==> src/rtl/isp_pkg.sv <==
`default_nettype none

package isp_pkg;

	localparam int COUNT_BITS_DEF = 16;

	// Parse phase, one-hot
	typedef enum logic [6:0] {
		PH_IDLE    = 7'b0000001,
		PH_SPACE   = 7'b0000010,
		PH_SIGNED  = 7'b0000100,
		PH_ZERO    = 7'b0001000,
		PH_ZERO_X  = 7'b0010000,
		PH_DIGITS  = 7'b0100000,
		PH_DONE    = 7'b1000000
	} phase_t;

	// Result kinds
	localparam logic [1:0] KIND_S64 = 2'd0;
	localparam logic [1:0] KIND_U64 = 2'd1;
	localparam logic [1:0] KIND_S32 = 2'd2;

	// Status codes
	localparam logic [1:0] ST_OK       = 2'd0;
	localparam logic [1:0] ST_RANGE    = 2'd1;
	localparam logic [1:0] ST_BAD_BASE = 2'd2;
	localparam logic [1:0] ST_NO_DIGIT = 2'd3;

	// Configuration register indexes
	localparam logic REG_RADIX = 1'b0;
	localparam logic REG_KIND  = 1'b1;

	localparam logic [5:0] RADIX_RESET = 6'd10;

	// Per-subject parse state (counters travel separately, their width is a parameter)
	typedef struct packed {
		phase_t      phase;
		logic        neg;
		logic [63:0] mag;
		logic        ovf;
		logic        any;
		logic [5:0]  base;
		logic [1:0]  kind;
	} core_t;

	typedef struct packed {
		logic [63:0] value;
		logic [15:0] consumed;
		logic [1:0]  status;
	} result_t;

endpackage

`default_nettype wire

==> src/rtl/isp_step.sv <==
`default_nettype none

module isp_step #(
	parameter int COUNT_BITS = 16
) (
	input  isp_pkg::core_t          core_i,
	input  logic [COUNT_BITS-1:0]   pos_i,
	input  logic [COUNT_BITS-1:0]   end_i,
	input  logic [7:0]              ch,
	input  logic                    first,
	input  logic                    last,
	input  logic [5:0]              radix,
	input  logic [1:0]              result_kind,
	output isp_pkg::core_t          core_o,
	output logic [COUNT_BITS-1:0]   pos_o,
	output logic [COUNT_BITS-1:0]   end_o,
	output isp_pkg::result_t        result
);
	import isp_pkg::*;

	localparam logic [COUNT_BITS-1:0] CountMax = '1;
	localparam logic [63:0] TopBit = 64'h8000_0000_0000_0000;
	localparam logic [7:0] ChZero  = 8'h30;
	localparam logic [7:0] ChNine  = 8'h39;
	localparam logic [7:0] ChLowA  = 8'h61;
	localparam logic [7:0] ChLowZ  = 8'h7a;
	localparam logic [7:0] ChUpA   = 8'h41;
	localparam logic [7:0] ChUpZ   = 8'h5a;
	localparam logic [7:0] ChPlus  = 8'h2b;
	localparam logic [7:0] ChMinus = 8'h2d;
	localparam logic [7:0] ChSpace = 8'h20;
	localparam logic [7:0] ChLowX  = 8'h78;
	localparam logic [7:0] ChUpX   = 8'h58;

	// {valid, value} of an alphanumeric digit, value up to 35
	function automatic logic [6:0] char_val(input logic [7:0] c);
		logic [7:0] t;
		t = 8'd0;
		if (c >= ChZero && c <= ChNine) begin
			t = c - ChZero;
			return {1'b1, t[5:0]};
		end else if (c >= ChLowA && c <= ChLowZ) begin
			t = c - ChLowA + 8'd10;
			return {1'b1, t[5:0]};
		end else if (c >= ChUpA && c <= ChUpZ) begin
			t = c - ChUpA + 8'd10;
			return {1'b1, t[5:0]};
		end
		return 7'd0;
	endfunction

	core_t                 cur;
	core_t                 sel;
	core_t                 nxt;
	logic [COUNT_BITS-1:0] pos0;
	logic [COUNT_BITS-1:0] end0;
	logic [COUNT_BITS-1:0] next_pos;
	logic [COUNT_BITS-1:0] sel_end;
	logic [6:0]            cv;
	logic                  blank;
	logic [5:0]            base_eff;
	logic                  acc_en;
	logic [5:0]            acc_base;
	logic [5:0]            acc_d;
	logic [69:0]           prod;
	logic [63:0]           lim;

	// Open a new subject on a first mark or when idle
	always_comb begin
		cur  = core_i;
		pos0 = pos_i;
		end0 = end_i;
		if (first || core_i.phase == PH_IDLE) begin
			cur.neg  = 1'b0;
			cur.mag  = 64'd0;
			cur.ovf  = 1'b0;
			cur.any  = 1'b0;
			cur.base = radix;
			cur.kind = result_kind;
			cur.phase = (radix == 6'd1 || radix > 6'd36) ? PH_DONE : PH_SPACE;
			pos0 = '0;
			end0 = '0;
		end
	end

	assign next_pos = (pos0 < CountMax) ? pos0 + 1'b1 : CountMax;
	assign cv       = char_val(ch);
	assign blank    = (ch == ChSpace) || (ch >= 8'd9 && ch <= 8'd13);
	assign base_eff = (cur.base == 6'd0) ? 6'd10 : cur.base;

	always_comb begin
		sel      = cur;
		sel_end  = end0;
		acc_en   = 1'b0;
		acc_base = cur.base;
		acc_d    = cv[5:0];
		unique case (cur.phase)
			PH_SPACE, PH_SIGNED: begin
				if (cur.phase == PH_SPACE && blank) begin
					sel = cur;
				end else if (cur.phase == PH_SPACE && (ch == ChPlus || ch == ChMinus)) begin
					sel.neg   = (ch == ChMinus);
					sel.phase = PH_SIGNED;
				end else if (ch == ChZero && (cur.base == 6'd0 || cur.base == 6'd16)) begin
					sel.base  = (cur.base == 6'd0) ? 6'd8 : 6'd16;
					sel.any   = 1'b1;
					sel.mag   = 64'd0;
					sel_end   = next_pos;
					sel.phase = PH_ZERO;
				end else begin
					sel.base = base_eff;
					acc_base = base_eff;
					if (cv[6] && cv[5:0] < base_eff) acc_en = 1'b1;
					else sel.phase = PH_DONE;
				end
			end
			PH_ZERO: begin
				if (ch == ChLowX || ch == ChUpX) sel.phase = PH_ZERO_X;
				else if (cv[6] && cv[5:0] < cur.base) acc_en = 1'b1;
				else sel.phase = PH_DONE;
			end
			PH_ZERO_X: begin
				// the prefix stands only when a hex digit follows it
				acc_base = 6'd16;
				if (cv[6] && cv[5:0] < 6'd16) begin
					sel.base = 6'd16;
					acc_en   = 1'b1;
				end else begin
					sel.phase = PH_DONE;
				end
			end
			PH_DIGITS: begin
				if (cv[6] && cv[5:0] < cur.base) acc_en = 1'b1;
				else sel.phase = PH_DONE;
			end
			PH_IDLE, PH_DONE: sel = cur;
			default: sel = cur;
		endcase
	end

	// One multiply-add; checking the full product against the limit replaces a division
	assign prod = 70'(cur.mag) * 70'(acc_base) + 70'(acc_d);
	assign lim  = (cur.kind == KIND_U64) ? 64'hFFFF_FFFF_FFFF_FFFF : TopBit;

	always_comb begin
		nxt   = sel;
		end_o = sel_end;
		if (acc_en) begin
			nxt.any = 1'b1;
			if (!cur.ovf) begin
				if (prod > 70'(lim)) nxt.ovf = 1'b1;
				else nxt.mag = prod[63:0];
			end
			end_o     = next_pos;
			nxt.phase = PH_DIGITS;
		end
		core_o = nxt;
		if (last) core_o.phase = PH_IDLE;
	end

	assign pos_o = next_pos;

	logic [63:0] mag_s;
	logic [63:0] v;
	logic [1:0]  st;
	logic [31:0] end32;

	assign end32 = 32'(end_o);
	assign mag_s = nxt.ovf ? TopBit : nxt.mag;

	always_comb begin
		v  = 64'd0;
		st = ST_OK;
		result.consumed = 16'd0;
		if (nxt.base == 6'd1 || nxt.base > 6'd36) begin
			st = ST_BAD_BASE;
		end else if (!nxt.any) begin
			st = ST_NO_DIGIT;
		end else begin
			result.consumed = (end32 > 32'h0000_FFFF) ? 16'hFFFF : end32[15:0];
			if (nxt.kind == KIND_U64) begin
				if (nxt.ovf) begin
					v  = 64'hFFFF_FFFF_FFFF_FFFF;
					st = ST_RANGE;
				end else begin
					v = nxt.neg ? 64'd0 - nxt.mag : nxt.mag;
				end
			end else begin
				if (nxt.neg) begin
					if (mag_s >= TopBit) begin
						v  = TopBit;
						st = nxt.ovf ? ST_RANGE : ST_OK;
					end else begin
						v = 64'd0 - mag_s;
					end
				end else if (mag_s > TopBit - 64'd1) begin
					v  = TopBit - 64'd1;
					st = ST_RANGE;
				end else begin
					v = mag_s;
				end
				if (nxt.kind == KIND_S32) begin
					if (v[63]) begin
						if (v < 64'hFFFF_FFFF_8000_0000) begin
							v  = 64'hFFFF_FFFF_8000_0000;
							st = ST_RANGE;
						end
					end else if (v > 64'h0000_0000_7FFF_FFFF) begin
						v  = 64'h0000_0000_7FFF_FFFF;
						st = ST_RANGE;
					end
				end
			end
		end
		result.value  = v;
		result.status = st;
	end

endmodule

`default_nettype wire

==> src/rtl/integer_string_parser.sv <==
`default_nettype none

// Streaming integer parser in the style of strtol, strtoul and atoi. Send the
// characters of each subject string one per word on s_tdata; mark the first
// character with s_tuser and the final one with s_tlast (a NUL is assumed to
// follow it). Leading white space and one sign are skipped; radix 0 picks the
// base from a 0x or 0 prefix, and radix 16 skips a 0x prefix that a hex digit
// follows. Exactly one result word leaves on m_tdata per subject, on the word
// after its tlast character: the 64-bit value, then the 16-bit consumed count
// (through the last converted character, saturating), with the status on
// m_tuser. The block takes one character per clock cycle without gaps; the
// result waits in an output register while the next subject streams in, and
// only a final character stalls, for as long as the previous result is not
// taken. Each word passes through the input register and its result through
// the output register; the per-cycle path is the 64x6 multiply-add
// and limit compare of the digit accumulator. Write radix and result_kind
// only between subjects, while no result is pending.
module integer_string_parser #(
	parameter int COUNT_BITS = isp_pkg::COUNT_BITS_DEF
) (
	input  logic        clk,
	input  logic        arst_n,
	// configuration
	input  logic        cfg_we,
	input  logic        cfg_index,  // 0 radix, 1 result_kind
	input  logic [5:0]  cfg_data,
	// character stream
	input  logic        s_tvalid,
	output logic        s_tready,
	input  logic [7:0]  s_tdata,    // [7:0] ch
	input  logic        s_tuser,    // [0] first
	input  logic        s_tlast,
	// result stream
	output logic        m_tvalid,
	input  logic        m_tready,
	output logic [79:0] m_tdata,    // [63:0] value, [79:64] consumed
	output logic [1:0]  m_tuser     // [1:0] status
);
	import isp_pkg::*;

	// configuration registers
	logic [5:0] radix_q;
	logic [1:0] kind_q;

	always_ff @(posedge clk or negedge arst_n) begin
		if (!arst_n) begin
			radix_q <= RADIX_RESET;
			kind_q  <= KIND_S64;
		end else if (cfg_we) begin
			unique case (cfg_index)
				REG_RADIX: radix_q <= cfg_data;
				REG_KIND:  kind_q  <= cfg_data[1:0];
				default:   radix_q <= radix_q;
			endcase
		end
	end

	// input register
	logic       s1_valid;
	logic [7:0] ch_s1;
	logic       first_s1;
	logic       last_s1;
	logic       fire;

	// A non-final character never waits on the result side; a final one needs
	// the output register free or draining this cycle.
	assign fire     = s1_valid && (!last_s1 || !m_tvalid || m_tready);
	assign s_tready = !s1_valid || fire;

	always_ff @(posedge clk or negedge arst_n) begin
		if (!arst_n) begin
			s1_valid <= 1'b0;
		end else if (s_tvalid && s_tready) begin
			s1_valid <= 1'b1;
		end else if (fire) begin
			s1_valid <= 1'b0;
		end
	end

	always_ff @(posedge clk) begin
		if (s_tvalid && s_tready) begin
			ch_s1    <= s_tdata;
			first_s1 <= s_tuser;
			last_s1  <= s_tlast;
		end
	end

	// parse state
	core_t                 core_q;
	logic [COUNT_BITS-1:0] pos_q;
	logic [COUNT_BITS-1:0] end_q;
	core_t                 core_d;
	logic [COUNT_BITS-1:0] pos_d;
	logic [COUNT_BITS-1:0] end_d;
	result_t               res_d;

	isp_step #(
		.COUNT_BITS(COUNT_BITS)
	) u_step (
		.core_i      (core_q),
		.pos_i       (pos_q),
		.end_i       (end_q),
		.ch          (ch_s1),
		.first       (first_s1),
		.last        (last_s1),
		.radix       (radix_q),
		.result_kind (kind_q),
		.core_o      (core_d),
		.pos_o       (pos_d),
		.end_o       (end_d),
		.result      (res_d)
	);

	// advance the parse state once per consumed character
	always_ff @(posedge clk or negedge arst_n) begin
		if (!arst_n) begin
			core_q <= '{phase: PH_IDLE, neg: 1'b0, mag: 64'd0, ovf: 1'b0, any: 1'b0,
				base: 6'd0, kind: KIND_S64};
			pos_q  <= '0;
			end_q  <= '0;
		end else if (fire) begin
			core_q <= core_d;
			pos_q  <= pos_d;
			end_q  <= end_d;
		end
	end

	// output register: hold the result until it is taken
	logic        out_valid_q;
	logic [79:0] out_data_q;
	logic [1:0]  out_user_q;

	always_ff @(posedge clk or negedge arst_n) begin
		if (!arst_n) begin
			out_valid_q <= 1'b0;
		end else if (fire && last_s1) begin
			out_valid_q <= 1'b1;
		end else if (m_tready) begin
			out_valid_q <= 1'b0;
		end
	end

	always_ff @(posedge clk) begin
		if (fire && last_s1) begin
			out_data_q <= {res_d.consumed, res_d.value};
			out_user_q <= res_d.status;
		end
	end

	assign m_tvalid = out_valid_q;
	assign m_tdata  = out_data_q;
	assign m_tuser  = out_user_q;

`ifndef SYNTHESIS
	// a final character always produces a result word on the next cycle
	a_last_gives_result: assert property (@(posedge clk) disable iff (!arst_n)
		(fire && last_s1) |=> m_tvalid)
		else $error("final character did not produce a result");

	// a result word appears only after a final character
	a_result_from_last: assert property (@(posedge clk) disable iff (!arst_n)
		$rose(m_tvalid) |-> $past(fire && last_s1))
		else $error("result without a final character");

	// failed conversions report zero value and zero count
	a_fail_is_zero: assert property (@(posedge clk) disable iff (!arst_n)
		(m_tvalid && (m_tuser == ST_BAD_BASE || m_tuser == ST_NO_DIGIT))
		|-> (m_tdata == 80'd0))
		else $error("failed conversion with nonzero payload");

	// a held character is not overwritten before it is consumed
	a_s1_hold: assert property (@(posedge clk) disable iff (!arst_n)
		(s1_valid && !fire) |=> (s1_valid && $stable(ch_s1) && $stable(last_s1)))
		else $error("input register overwritten");
`endif

endmodule

`default_nettype wire

==> config.mk <==
export PLATFORM = sky130hd
export DESIGN_NAME = integer_string_parser
export DESIGN_NICKNAME = d
export VERILOG_FILES = /design/src/rtl/isp_pkg.sv /design/src/rtl/isp_step.sv /design/src/rtl/integer_string_parser.sv
export SDC_FILE = /design/constraint.sdc
export NUM_CORES = 2
export LEC_CHECK = 0
export BUFFER_PORTS_ARGS = -buffer_cell sky130_fd_sc_hd__buf_2
export CORE_ASPECT_RATIO = 1.2
export CORE_MARGIN = 1
export CORE_UTILIZATION = 60
export DETAILED_ROUTE_END_ITERATION = 8
export PLACE_DENSITY = 0.77
export SYNTH_ARGS = -nofsm -noshare
export SYNTH_HDL_FRONTEND = slang
export SYNTH_HIERARCHICAL = 1
export SYNTH_SLANG_ARGS = --single-unit
==> constraint.sdc <==
create_clock -name clk -period 30.2 [get_ports clk]
set_input_delay 6.04 -clock clk [delete_from_list [all_inputs] [get_ports clk]]
set_output_delay 6.04 -clock clk [all_outputs]
set_load 0.02 [all_outputs]
==> reports/summary.txt <==
Peak VDD IR: 0.05389 mV
First drt pass iteration count: 8
Antenna Nets Post-Route: 0
Clock skew: 0.02484 ns
Grt ovf: 0
Launch point of the worst reg-to-reg path: core_q[75]
Max stage delay on crit path: 1.00 ns
R2R setup slack: 13.03 ns
Final Cycle Share: 56.85%
Vias in the first global route: 31530
Max Root-Sink Buffers: 3
Clock transition at path regs: 0.07 ns
Post-synth ARST share: 57.41%
Ys Warns: 6
# IOs: 106
Most frequent cell after synthesis: nand2_1
Most Frequent Cell on Critical Path: nand4_1
Die X: 218.6 µm
Top-area cell type share of the netlist area: 14.93%
Nets: 4602
Pwr/cell area: 41.13 mW/mm²
Post-CTS Setup Bufs: 0
Commonest cells post-synth: nand2_1, nor2_1, inv_1
Diode count: 0
Yosys cell types: 116
Initial DRC count: 4812
Synthesized area per cell: 8.017 µm²
Cell Area, Synth: 0.03378 mm²
Root Buffer: clkbuf_16
H-tree lvl count: 1
R2R Path End: m_tdata[10]
FF-to-FF path depth: 47
Critical Path Start Type: register
Syn_nets: 4718
Worst Path Required: 30.53 ns
Hpwl dp: 88330 µm
Clock sink total: 216
Fmax: 58.25 MHz
Setup violators final: 0
HP Class: register to register
Height of the die: 261.9 µm
Synth-to-layout area growth: 4.107%
Post-synth top area cell: fa_1
Status: completed
Sequential share of the synthesized area: 17.37%
Leak: 15.90 nW
Final-report hold violation count: 0
Crit path max-delay family: simple AND/OR/NAND/NOR gates
EDFF count, synth: 92
Number of port buffers: 105
Wirelength per Cell: 24.20 µm
GR Util All Layers: 40.23%
CTS tree: done
Largest net degree at the start of global routing: 188
Yosys reg bits: 216
Top FF cell, synth: dfrtp_1
Crit Path Max Fanout: 45
Final setup TNS: 0 ns
Slew @ Worst Pin: 1.219 ns
RePlAce Congestion: 1.037
CP endpoint kind: register
Slowest CP cell: a2111oi_0
Max Slew Vio Count: 0
Share of layout cells above drive strength 1: 9.307%
Clk Latency, worst-skew pair: 0.57 ns
Hold path endpoint: core_q[59]
Via/cell ratio: 6.925
Full die area: 0.05726 mm²
RSZ-0062 raised after global routing: false
CP Class: register to register
CTS buffer count: 23
Worst hold stages: 2
Min Hold Slack: 0.5220 ns
Largest cells by area after synthesis: fa_1, dfrtp_1, ha_1
Initial antenna violation count: 1
Rows: 94
Core ar.: 0.05528 mm²
Post-CTS sizing: 0
Hold_sp: core_q[59]
DRC Markers: 0
Syn Inst Count: 4214
First-pass GRT wire length: 180400 µm
Max-Slew Margin vs Limit: 18.06%
Vias post-DR: 33480
Cts hold-fix bufs: 0
Starting Density: 61.12%
Worst endpoint data arrival time: 17.50 ns
Final min period: 17.17 ns
Final wirelength: 117000 µm
Max-cap viol count: 0
Buf/Inv on CP: 4
==> stage by stage <==
stage / worst slack, ns / util, % / power, mW / cell area (µm²) / cells
after detailed placement: 13.58 / 62.24 / 1.119 / 34400 / 4793
after floorplan: 14.81 / - / 0.8939 / 33780 / 4214
final: 13.03 / 63.63 / 1.446 / 35170 / 4835
after CTS: 13.52 / 63.63 / 1.415 / 35170 / 4835
after global placement: 13.93 / 62.24 / 1.115 / 34400 / 4793
after global routing: 12.26 / 63.63 / 1.504 / 35170 / 4835
==> area by class of cell <==
cell class | instances | area (µm²)
Multi-Input combinational cell | 3375 | 25460
Clock inverter | 15 | 153.9
Timing Repair Buffer | 159 | 949.7
Tap cell | 720 | 900.9
Inverter | 323 | 1215
Clock buffer | 27 | 613.1
Fill cell | 4925 | 20110
Sequential cell | 216 | 5877
==> report_power, final <==
group / leakage (nW) / internal [mW] / switching, mW
combinational: 13.0 / 0.215 / 0.572
sequential: 2.56 / 0.336 / 0.0267
clock: 0.378 / 0.165 / 0.132
total: 15.9 / 0.716 / 0.731
==> per-layer routing <==
layer | wire length [µm] | vias to the layer above | global-route usage, %
li1 | - | 14820 | -
met1 | 46870 | 16220 | 54.89
met2 | 51730 | 2070 | 62.62
met3 | 12220 | 366 | 5.984
met4 | 6143 | 2 | 19.35
met5 | 14 | - | 0
==> registers in the layout (all words and copies together), names as in the netlist <==
name and count:
pos_q 16, s1_valid 1, first_s1 1, end_q 16
ch_s1 8, kind_q 2, m_tuser 2, last_s1 1
m_tdata 80, core_q 82, m_tvalid 1, radix_q 6
==> worst min-delay path, stage by stage (launching register included) <==
cell,delay (ns)
dfrtp_1,0.36
nand2b_1,0.07
o211ai_2,0.05
==> worst max-delay path by stage <==
stage	from	end	slack, ns	depth (start not counted)
after detailed placement	core_q[75]	m_tdata[10]	13.58	45
final	core_q[75]	m_tdata[10]	13.03	47
after floorplan	core_q[75]	m_tdata[25]	14.81	63
after global placement	core_q[75]	m_tdata[6]	13.93	47
after CTS	core_q[75]	m_tdata[10]	13.52	45
after global routing	core_q[75]	m_tdata[10]	12.26	49
==> cells in the final DEF (no fill, tap or decap), types with 83 or more instances in the layout <==
master	count
nand2_1	458
nor2_1	420
inv_1	317
fa_1	252
nand3_1	248
ha_1	230
a21oi_1	226
o21ai_0	176
nand2b_1	132
dfrtp_1	119
nand4b_1	118
buf_2	104
edfxtp_1	92
o211ai_1	84
xnor2_1	83
==> logic make-up (layout without fill, tap and decap cells) <==
family	count (synthesis)	after routing	share of synthesized area, %
compound gates	978	978	20.90
xor+xnor	126	126	3.267
fa+ha+maj	482	482	23.45
buf+inv	623	524	7.526
flops	216	216	17.37
mux	38	38	1.215
simple gates	1751	1751	26.27
No activity file was read; power rests on OpenSTA's default activity.
